**config.mk**
```make
export PLATFORM = sky130hd
export DESIGN_NAME = nptp_div
export DESIGN_NICKNAME = d
export VERILOG_FILES = /design/src/rtl/nearest_triangle_projection_core_assert.svh /design/src/rtl/nptp_pkg.sv /design/src/rtl/nptp_div.sv
export SDC_FILE = /design/constraint.sdc
export NUM_CORES = 1
export LEC_CHECK = 0
export BUFFER_PORTS_ARGS = -buffer_cell sky130_fd_sc_hd__buf_2
export CAP_MARGIN = 5
export CORE_MARGIN = 2
export CORE_UTILIZATION = 35
export DETAILED_ROUTE_END_ITERATION = 7
export PLACE_DENSITY = 0.49
export SYNTH_ARGS = -nofsm -noshare
export SYNTH_HDL_FRONTEND = slang
export SYNTH_SLANG_ARGS = --single-unit
```
**constraint.sdc**
```tcl
create_clock -name clk_i -period 11.7 [get_ports clk_i]
set_input_delay 1.17 -clock clk_i [delete_from_list [all_inputs] [get_ports clk_i]]
set_output_delay 1.17 -clock clk_i [all_outputs]
set_load 0.05 [all_outputs]
```
**src/rtl/nearest_triangle_projection_core_assert.svh**
```systemverilog
// Assertion macros shared by the nearest triangle projection RTL.
// Users must have clk_i and rst_ni in scope; no other dependencies.
`ifndef NEAREST_TRIANGLE_PROJECTION_CORE_ASSERT_SVH
`define NEAREST_TRIANGLE_PROJECTION_CORE_ASSERT_SVH
`ifndef NO_ASSERTIONS
`define NPTP_ASSERT(lbl, prop, msg) \
  lbl: assert property (@(posedge clk_i) disable iff (!rst_ni) prop) else $error(msg);
`define NPTP_ASSERT_IMP(lbl, pre, post, msg) \
  lbl: assert property (@(posedge clk_i) disable iff (!rst_ni) (pre) |-> (post)) \
    else $error(msg);
`else
`define NPTP_ASSERT(lbl, prop, msg)
`define NPTP_ASSERT_IMP(lbl, pre, post, msg)
`endif
`endif

```
**src/rtl/nptp_pkg.sv**
```systemverilog
// Package for the nearest triangle projection core: widths, codes and types.
// Used by every module of the block; depends on nothing.
`timescale 1ns / 1ps
package nptp_pkg;
  localparam int COORD_W   = 32;
  localparam int MAX_TRI   = 4096;
  localparam int CNT_W     = 13;
  localparam int IDX_W     = 12;
  localparam int OPND_W    = 34;
  localparam int PROD_W    = 2 * OPND_W;
  localparam int ACC_W     = 128;
  localparam int FRAC_W    = 33;
  localparam int DIV_STEPS = 32;
  localparam int DIV_CNT_W = $clog2(DIV_STEPS + 1);
  localparam int DIST_W    = 63;
  localparam int IN_DATA_W  = 288;
  localparam int OUT_DATA_W = 176;

  localparam logic [DIST_W-1:0] DIST_MAX = '1;

  localparam logic [2:0] REG_A  = 3'd0;
  localparam logic [2:0] REG_B  = 3'd1;
  localparam logic [2:0] REG_AB = 3'd2;
  localparam logic [2:0] REG_C  = 3'd3;
  localparam logic [2:0] REG_AC = 3'd4;
  localparam logic [2:0] REG_BC = 3'd5;
  localparam logic [2:0] REG_IN = 3'd6;

  typedef logic signed [OPND_W-1:0] opnd_t;

  typedef enum logic [1:0] {
    SH_0,
    SH_32,
    SH_64
  } mac_sh_e;

  typedef struct packed {
    logic    valid;
    logic    clear;
    logic    neg;
    mac_sh_e sh;
  } mac_ctl_t;
endpackage

```
**src/rtl/nptp_div.sv**
```systemverilog
// Radix-2 restoring divider giving a Q1.32 weight num/den, one bit per cycle.
// Uses nptp_pkg; the divisor is positive whenever a division is started.
`timescale 1ns / 1ps
module nptp_div
  import nptp_pkg::*;
(
  input  logic              clk_i,
  input  logic              rst_ni,
  input  logic              start_i,
  input  logic [ACC_W-1:0]  num_i,
  input  logic [ACC_W-1:0]  den_i,
  output logic              done_o,
  output logic [FRAC_W-1:0] q_o
);
  logic                 busy_q, done_q;
  logic [DIV_CNT_W-1:0] cnt_q;
  logic [ACC_W-1:0]     rem_q, den_q, rem_sh;
  logic [FRAC_W-1:0]    q_q;
  logic                 ge;

  assign rem_sh = {rem_q[ACC_W-2:0], 1'b0};
  assign ge     = rem_sh >= den_q;

  always_ff @(posedge clk_i or negedge rst_ni) begin
    if (!rst_ni) begin
      busy_q <= 1'b0;
      done_q <= 1'b0;
      cnt_q  <= '0;
    end else begin
      done_q <= 1'b0;
      if (start_i) begin
        if (num_i[ACC_W-1] || num_i == '0 || num_i >= den_i) begin
          done_q <= 1'b1;
        end else begin
          busy_q <= 1'b1;
          cnt_q  <= DIV_CNT_W'(DIV_STEPS);
        end
      end else if (busy_q) begin
        cnt_q <= cnt_q - 1'b1;
        if (cnt_q == DIV_CNT_W'(1)) begin
          busy_q <= 1'b0;
          done_q <= 1'b1;
        end
      end
    end
  end

  always_ff @(posedge clk_i) begin
    if (start_i) begin
      rem_q <= num_i;
      den_q <= den_i;
      if (num_i[ACC_W-1] || num_i == '0) begin
        q_q <= '0;
      end else if (num_i >= den_i) begin
        q_q <= {1'b1, {(FRAC_W-1){1'b0}}};
      end else begin
        q_q <= '0;
      end
    end else if (busy_q) begin
      rem_q <= ge ? rem_sh - den_q : rem_sh;
      q_q   <= {q_q[FRAC_W-2:0], ge};
    end
  end

  assign done_o = done_q;
  assign q_o    = q_q;
endmodule
```
==> reports/summary.txt <==
clock-pin slew on the worst setup and hold paths: 0.06 ns
crit path kind: flop to flop
io pins: 293
total power: 6920 µW
sequential area share after synthesis: 0.356
post-route ant nets: 0
CP max stage cell: nand2_1
Chip Height: 271 µm
top cell type's share of synthesized area: 0.348
clk_skew: 0.0172 ns
H-Tree Depth: 2
Post-CTS Hold Buffers: 0
Die Span X: 271 µm
Switching Fraction: 0.472
r2r setup slk: 6.28 ns
CORE AREA: 0.0703 mm²
synth-to-layout area growth: 13.7%
initial antenna violation count: 9
Synth top cells by count: a21oi_1 (338), inv_1 (309), edfxtp_1 (288)
combinational share of power: 0.583
row count: 97
DIE AREA: 0.0733 mm²
post-route minimum period: 5.42 ns
VDD IR max: 0.117 mV
Final Hold Fails: 0
Vias/cell: 5.59
first-pass GRT wire length: 132000 µm
clock power share: 0.168
Critical Path Most Common Cell: or4_1
GR peak layer: met2
WP data required: 12.05 ns
dominant synthesized flop cell: edfxtp_1
Max Cap Viol: 0
most common cell in the netlist: a21oi_1
worst-path cell chain: ha_1, a211oi_1, nor2_1, o21ai_2, o31ai_1, nand4_1, a31oi_1, or4_1, and2_4, nand2_1, or4_1, and3_1
fmax: 184 MHz
Worst slew margin: 0.262
PwrDens: 245 mW/mm²
switching power: 3260 µW
sequential power share: 0.249
Post-CTS Setup Repair Bufs: 0
GR Layer Usage met1: 0.310
routability cong.: 0.897
Lkg Pwr: 0.0124 µW
Critical Path Max Stage Delay: 0.78 ns
drt pass-1 iters: 7
CTS tree: yes
Global Route Usage Sum: 0.231
syn avg cell area: 8.79 µm²
Synth cell types: 82
clk root buf: clkbuf_16
total CTS buffers: 39
share of post-route cells with drive strength above 1: 0.148
M3 GR Usage: 0.0364
RSZ-0062 raised after global routing: no
vias in the first global route: 22100
DR vias: 22500
Async SR Flop Fraction: 0.0270
ranking of synthesized cells by area: edfxtp_1 (35%), ha_1 (13%), a21oi_1 (6.8%), inv_1 (4.7%), a21o_1 (3.7%)
Post-Layout Cell Count: 4031
synthesized area: 0.0249 mm²
starting density of the core: 0.354
CTS max path bufs: 3
Post-Route Setup TNS: 0 ns
crit path DAT: 5.77 ns
Skew-Pair Late Insertion Delay: 0.59 ns
WL/cell: 21.7 µm
post_cts resized: 0
status: complete, no violations
leading area contributor after synthesis: edfxtp_1
flop and latch count out of synthesis: 296
Pint: 3650 µW
Synth warnings: 0
Max Slew Vio Count: 0
Post-synth EDFFs: 288
Max Fanout on Critical Path: 85
Worst Setup Start Kind: flop
Placed Instances: 3959
DR iter-0 viols: 1707
port bufs: 292
fin crit share: 0.464
clk sinks: 296
final wirelength: 87300 µm
# DRC: 0
final setup fails: 0
hpwl dp: 69300 µm
Slew @ Worst Pin: 1.10 ns
Synth Net Count: 3350
fin nets: 3578
grt met2 use: 0.388
CP Capture Type: flop
Hold Crit Class: primary input to asynchronous set/reset pin
Mapped Cells: 2832
largest net degree at the start of global routing: 156
gr ovfl total: 0
-- worst paths after layout --
kind                                            from              endpoint  depth (start not counted)
min in group clk_i              cnt_q[0]$_DFFE_PN0P_  cnt_q[0]$_DFFE_PN0P_                          1
max in group asynchronous                     rst_ni    busy_q$_DFFE_PN0P_                          1
worst min register to register  cnt_q[0]$_DFFE_PN0P_  cnt_q[0]$_DFFE_PN0P_                          1
worst min-delay path                          rst_ni      done_o$_DFF_PN0_                          1
worst max-delay path              rem_q[1]$_DFFE_PP_  rem_q[118]$_DFFE_PP_                         12
worst max register to register    rem_q[1]$_DFFE_PP_  rem_q[118]$_DFFE_PP_                         12
-- cells by family (layout without fill, tap and decap cells) --
family | Yosys count | in the layout | share of synthesized area
muxes | 68 | 68 | 0.0303
and+or+nand+nor | 804 | 804 | 0.160
DFF | 296 | 296 | 0.356
buffers and inverters | 428 | 685 | 0.0695
xor gates and xnor gates | 95 | 95 | 0.0334
other | 0 | 2 | 0
adders and majority gates | 259 | 259 | 0.131
AOI/OAI and AO/OA | 882 | 882 | 0.221
-- sequential cells by signal, indices dropped and copies added, names as in the netlist --
register / flops
busy_q: 1
cnt_q: 6
den_q: 128
done_o: 1
q_o: 33
rem_q: 127
-- worst max-delay path: cells and delay by family, from the launching register on --
kind	cells	cell delay, ns
AO/OA/AOI/OAI	4	1.24
adder cells (fa/ha/maj)	1	0.40
flip-flops	1	0.40
AND/OR/NAND/NOR	7	3.13
-- cells in the final DEF, fill, tap and decap left out, types with 11 or more instances in the layout --
cell and count:
clkbuf_16 39, o211ai_1 14, or3_1 21, ha_1 258, and3_1 21, xor2_1 34
nand2b_1 11, o21bai_1 46, nand4_1 108, nor2b_1 43, nor4_1 59, xnor2_1 61
and4_1 14, nor2_1 211, o21a_1 38, a21oi_1 338, mux2_2 59, nand3_1 46
a21o_1 122, clkbuf_1 12, nor3_1 52, buf_2 291, o31ai_1 13, o21ai_0 160
buf_4 11, a31oi_1 21, nand2_1 185, a211oi_1 17, edfxtp_1 288, inv_1 309
o21ai_1 13
-- layout make-up --
cell class	instances	area, µm²
sequential	296	8850
multi-input combinational	2108	14300
tap	940	1180
fill	7088	42000
inverter	311	1170
antenna	2	5.00
timing repair buffer	304	1570
clock inverter	17	141
clock buffer	53	1050
-- metal layers --
layer | wire (µm) | share of wire
met1 | 39300 | 0.45
met2 | 40900 | 0.47
met3 | 4930 | 0.056
met4 | 2170 | 0.025
met5 | 70 | 0.00080
-- power by group through the flow --
stage	combinational, µW	sequential (µW)	clock [µW]
3_3_place_gp	3990	1720	0
5_1_grt	4440	1750	1230
4_1_cts	4010	1720	1200
3_5_place_dp	3980	1730	0
2_1_floorplan	2870	1790	0
6_report	4040	1720	1160
-- metrics by stage --
stage | setup WS [ns] | area [µm²] | utilization | hold slack [ns]
after CTS | 6.29 | 28300 | 0.403 | 0.391
after global placement | 6.34 | 27100 | 0.386 | 0.508
after floorplan | 6.25 | 24900 | - | 0.498
final | 6.28 | 28300 | 0.403 | 0.416
after detailed placement | 6.28 | 27100 | 0.386 | 0.530
after global routing | 5.97 | 28300 | 0.403 | 0.408
Note: power is estimated with default switching activity, not from simulation.
