File: src/rtl/nearest_triangle_projection_core_assert.svh
// Assertion macros shared by the nearest triangle projection RTL.
// Users must have clk_i and rst_ni in scope; no other dependencies.
`ifndef NEAREST_TRIANGLE_PROJECTION_CORE_ASSERT_SVH
`define NEAREST_TRIANGLE_PROJECTION_CORE_ASSERT_SVH
`ifndef NO_ASSERTIONS
`define NPTP_ASSERT(lbl, prop, msg) \
  lbl: assert property (@(posedge clk_i) disable iff (!rst_ni) prop) else $error(msg);
`define NPTP_ASSERT_IMP(lbl, pre, post, msg) \
  lbl: assert property (@(posedge clk_i) disable iff (!rst_ni) (pre) |-> (post)) \
    else $error(msg);
`else
`define NPTP_ASSERT(lbl, prop, msg)
`define NPTP_ASSERT_IMP(lbl, pre, post, msg)
`endif
`endif

File: src/rtl/nptp_pkg.sv
// Package for the nearest triangle projection core: widths, codes and types.
// Used by every module of the block; depends on nothing.
`timescale 1ns / 1ps
package nptp_pkg;
  localparam int COORD_W   = 32;
  localparam int MAX_TRI   = 4096;
  localparam int CNT_W     = 13;
  localparam int IDX_W     = 12;
  localparam int OPND_W    = 34;
  localparam int PROD_W    = 2 * OPND_W;
  localparam int ACC_W     = 128;
  localparam int FRAC_W    = 33;
  localparam int DIV_STEPS = 32;
  localparam int DIV_CNT_W = $clog2(DIV_STEPS + 1);
  localparam int DIST_W    = 63;
  localparam int IN_DATA_W  = 288;
  localparam int OUT_DATA_W = 176;

  localparam logic [DIST_W-1:0] DIST_MAX = '1;

  localparam logic [2:0] REG_A  = 3'd0;
  localparam logic [2:0] REG_B  = 3'd1;
  localparam logic [2:0] REG_AB = 3'd2;
  localparam logic [2:0] REG_C  = 3'd3;
  localparam logic [2:0] REG_AC = 3'd4;
  localparam logic [2:0] REG_BC = 3'd5;
  localparam logic [2:0] REG_IN = 3'd6;

  typedef logic signed [OPND_W-1:0] opnd_t;

  typedef enum logic [1:0] {
    SH_0,
    SH_32,
    SH_64
  } mac_sh_e;

  typedef struct packed {
    logic    valid;
    logic    clear;
    logic    neg;
    mac_sh_e sh;
  } mac_ctl_t;
endpackage

File: src/rtl/nptp_mac.sv
// Shared multiply-accumulate unit: a registered 34x34 signed product added,
// shifted and optionally negated, into a 128-bit accumulator. Uses nptp_pkg.
`timescale 1ns / 1ps
module nptp_mac
  import nptp_pkg::*;
(
  input  logic                    clk_i,
  input  logic                    rst_ni,
  input  mac_ctl_t                ctl_i,
  input  opnd_t                   a_i,
  input  opnd_t                   b_i,
  output logic signed [ACC_W-1:0] acc_o
);
  logic signed [PROD_W-1:0] prod_q;
  mac_ctl_t                 ctl_q;
  logic signed [ACC_W-1:0]  acc_q, acc_d, term, shifted;

  always_ff @(posedge clk_i or negedge rst_ni) begin
    if (!rst_ni) begin
      ctl_q <= '0;
    end else begin
      ctl_q <= ctl_i;
    end
  end

  always_ff @(posedge clk_i) begin
    prod_q <= a_i * b_i;
    acc_q  <= acc_d;
  end

  always_comb begin
    term = ACC_W'(prod_q);
    if (ctl_q.neg) begin
      term = -term;
    end
    unique case (ctl_q.sh)
      SH_32:   shifted = term <<< 32;
      SH_64:   shifted = term <<< 64;
      default: shifted = term;
    endcase
    acc_d = acc_q;
    if (ctl_q.valid) begin
      acc_d = (ctl_q.clear ? '0 : acc_q) + shifted;
    end
  end

  assign acc_o = acc_q;
endmodule

File: config.mk
export PLATFORM = sky130hd
export DESIGN_NAME = nptp_mac
export DESIGN_NICKNAME = d
export VERILOG_FILES = /design/src/rtl/nearest_triangle_projection_core_assert.svh /design/src/rtl/nptp_pkg.sv /design/src/rtl/nptp_mac.sv
export SDC_FILE = /design/constraint.sdc
export NUM_CORES = 2
export LEC_CHECK = 0
export BUFFER_PORTS_ARGS = -buffer_cell sky130_fd_sc_hd__clkbuf_2
export CAP_MARGIN = 15
export CORE_ASPECT_RATIO = 0.5
export CORE_MARGIN = 2
export CORE_UTILIZATION = 60
export DETAILED_ROUTE_END_ITERATION = 10
export PLACE_DENSITY = 0.74
export SLEW_MARGIN = 20
export SYNTH_ARGS = -nofsm -noshare
export SYNTH_HDL_FRONTEND = slang
export SYNTH_SLANG_ARGS = --single-unit
File: constraint.sdc
create_clock -name clk_i -period 7.8 [get_ports clk_i]
set_input_delay 1.56 -clock clk_i [delete_from_list [all_inputs] [get_ports clk_i]]
set_output_delay 1.56 -clock clk_i [all_outputs]
set_load 0.02 [all_outputs]
==> metrics.md <==
| Metric | Value |
|---|---|
| Number of port buffers | `202` |
| Distinct cell type count after synthesis | `82` |
| Core footprint | `96100 sq um` |
| Reg2reg path depth | `26` |
| Post-route worst setup slack | `-525 ps` |
| Top cells by area, synth | `fa_1 (42%), inv_1 (8.6%), ha_1 (7.1%), edfxtp_1 (6.6%), and2_1 (6.5%)` |
| Slew Viols, Final | `0` |
| Mapped Cells | `6573` |
| Predominant post-synthesis flop cell | `edfxtp_1` |
| Clk_skew | `around 55 ps` |
| Fin crit share | `107%` |
| Clk_lat worst skew | `610 ps` |
| Clk slew on worst S/H paths | `60 ps` |
| CTS buffer count | `25` |
| Crit path from | `a_i[6]` |
| DRT Wirelength | `190 mm` |
| Fin crit period | `8330 ps` |
| DR vias/cell | `5.86` |
| # IOs | `a little over 200` |
| Syn Nets | `8224` |
| CP Capture Type | `flip-flop` |
| Initial core utilization | `61.0%` |
| Die Y | `225 um` |
| DR vias | `48846` |
| Area Overhead vs Synth | `16.2%` |
| FF+latch count, synth | `201` |
| DIE AREA | `between 100000 and 150000 sq um` |
| Post-synth EDFFs | `approximately 130` |
| Max Freq | `120 MHz` |
| Register area share after synthesis | `under 10%` |
| Synth warn | `0` |
| CTS Root Cell | `clkbuf_16` |
| DRC | `0` |
| Synth top area share | `42.4%` |
| Post-Syn Area | `between 50000 and 60000 sq um` |
| DR pass1 iterations | `8` |
| Nets@finish | `8700` |
| Pre-CTS WS | `-1260 ps` |
| Final antenna-violating net count | `0` |
| Yosys top cell by area | `fa_1` |
| Largest net degree at the start of global routing | `81` |
| Vias in the first global route | `51248` |
| Placed cells | `~8000` |
| CTS tree | `yes` |
| Hold Crit Start | `acc_o[0]$_DFFE_PP_` |
| First-pass GRT wire length | `289 mm` |
| R2r setup slk | `270 ps` |
| Post-Place Cell Area | `65100 sq um` |
| Status | `finished, violations left` |
| CP Class | `input pin to flip-flop` |
| Final Instance Area | `68100 sq um` |
| Hold Violations, Final | `0` |
| Gr usage total | `37.6%` |
| Routed WL per cell | `22.8 um` |
| Worst Path Required | `8250 ps` |
| Max cap viols | `0` |
| H-tree lvl count | `1` |
| Fraction of layout instances using a drive strength above 1 | `around 17%` |
| Slew @ Worst Pin | `1080 ps` |
| Non-filler cells, final | `between 8000 and 9000` |
| RSZ-0062 raised after global routing | `yes` |
| Initial antenna violation count | `7` |
| GP Congestion | `1.01` |
| Die W | `446 um` |
| # rows | `80` |
| Worst EP arrival | `around 8800 ps` |
| CP startpoint kind | `input pin` |
| Async S/R FF share, synth | `2.49%` |
| Rel. slew slack | `28.2%` |
| Syn_area_per_cell | `8.92 sq um` |
| Dpl hpwl | `~160 mm` |
| Global route overflow | `0` |
| Hold Path Class | `flip-flop to flip-flop` |
| Clock sinks | `201` |
| Setup Viol. Count Final | `28` |
| Clock buffer depth | `3` |
| CP max FO | `15` |
| Worst hold path depth | `2` |
| Reg-to-reg critical path startpoint | `prod_q[33]$_DFF_P_` |
| DRT iter0 DRCs | `4497` |
| Hold buffer count at cts | `0` |
| Failing checks | `setup timing` |
==> layout make-up <==
class                      instances  area [sq um]
antenna                            3          7.51
clock buffer                      26           629
fill                            7187         28000
clock inverter                    20           178
inverter                        1348          5070
multi-input combinational       4663         48200
timing repair buffer             810          7110
tap                             1271          1590
sequential                       201          5340
==> layout by cell type (no fill, tap or decap), types with 17 or more instances in the layout <==
cell,n
and2_4,36
dfxtp_1,68
inv_2,60
edfxtp_1,128
o21a_1,25
a21oi_2,22
nand4_1,84
fa_2,60
nor2_1,202
ha_1,304
nand2_1,678
buf_4,487
clkbuf_2,159
nand3_1,31
fa_1,1182
inv_1,1286
o21ai_0,178
o22ai_1,28
nor3_1,31
o31ai_1,29
a31oi_1,20
nor2b_1,147
xnor2_1,157
a221oi_1,34
xor2_1,98
or3_1,17
ha_4,29
o21bai_1,41
buf_6,49
clkbuf_16,41
nand2b_1,37
a21o_1,104
a21oi_1,237
and2_1,577
buf_12,62
a211oi_1,20
==> through the flow <==
| step | util, % | TNS, ps | hold WS (ps) |
|---|---|---|---|
| detailed placement | 67.8 | -37100 | 731 |
| floorplan | - | -5630 | 709 |
| global route | 70.9 | -14440 | 777 |
| global placement | 67.8 | -32460 | 709 |
| CTS | 69.4 | -5750 | 753 |
| finish | 70.9 | -8000 | 755 |
==> critical path: stages <==
cell,delay (ps)
clkbuf_8,200
buf_4,180
nand2_1,110
fa_1,580
inv_1,80
fa_1,520
inv_1,70
fa_1,540
inv_1,60
fa_2,430
fa_1,570
fa_2,440
fa_1,490
inv_1,50
fa_1,520
inv_1,90
ha_4,270
nand2_1,70
or4_4,540
o2111ai_4,240
a21oi_4,120
o41ai_4,440
a21oi_2,130
buf_4,160
o21ai_4,120
a21boi_2,70
xnor2_1,120
==> sequential cells by signal, indices dropped and copies added, names as in the netlist <==
signal / cells
acc_o: 128
prod_q: 68
ctl_q: 5
==> kinds of logic (layout without fill, tap and decap cells) <==
kind of cell	after synthesis	in the layout	synth area share, %
and+or+nand+nor	1933	1933	16.8
buffers and inverters	1709	2204	11.0
adders and majority gates	1576	1576	49.6
AOI/OAI and AO/OA	884	884	9.55
xor gates and xnor gates	267	267	3.99
DFF	201	201	9.09
muxes	3	3	0.0512
other	0	3	0
==> synthesized netlist by cell type, drive strengths merged, types with 13 or more instances <==
| master | count |
|---|---|
| nor2 | 217 |
| edfxtp | 128 |
| a21o | 104 |
| a221oi | 38 |
| a31oi | 23 |
| inv | 1347 |
| xnor2 | 168 |
| a21boi | 15 |
| o211ai | 15 |
| o31ai | 29 |
| nand2 | 695 |
| ha | 334 |
| nand4 | 84 |
| nand2b | 37 |
| o21ai | 210 |
| and2 | 614 |
| clkbuf | 352 |
| a211oi | 23 |
| nand3 | 33 |
| o41ai | 13 |
| dfxtp | 68 |
| o21bai | 42 |
| xor2 | 99 |
| a21oi | 265 |
| o21a | 25 |
| nor2b | 147 |
| fa | 1242 |
| nor3 | 33 |
| o22ai | 28 |
| or3 | 21 |
==> worst paths after layout <==
check	to
setup reg to reg	acc_o[119]$_DFFE_PP_
min in group asynchronous	ctl_q[3]$_DFF_PN0_
hold reg to reg	acc_o[0]$_DFFE_PP_
max in group asynchronous	ctl_q[0]$_DFF_PN0_
hold / removal	acc_o[0]$_DFFE_PP_
setup / recovery	prod_q[63]$_DFF_P_
==> what timing repair did <==
| action | in CTS | in global routing |
|---|---|---|
| pin swaps | 77 | 143 |
| gates cloned | 2 | 14 |
| endpoints found under the setup margin | 31 | 44 |
| hold endpoints to repair | 0 | 0 |
| buffers inserted | 14 | 34 |
| gates resized for setup | 140 | 265 |
==> layer usage <==
metal | part of all wire, % | GRT usage [%]
met1 | 40 | 51.9
met2 | 45 | 58.6
met3 | 11 | 8.67
met4 | 4.5 | 13.2
met5 | 0.023 | 0
Power is not shown: default switching activity piles up to over one toggle a cycle in this logic, so the estimate is an artifact.
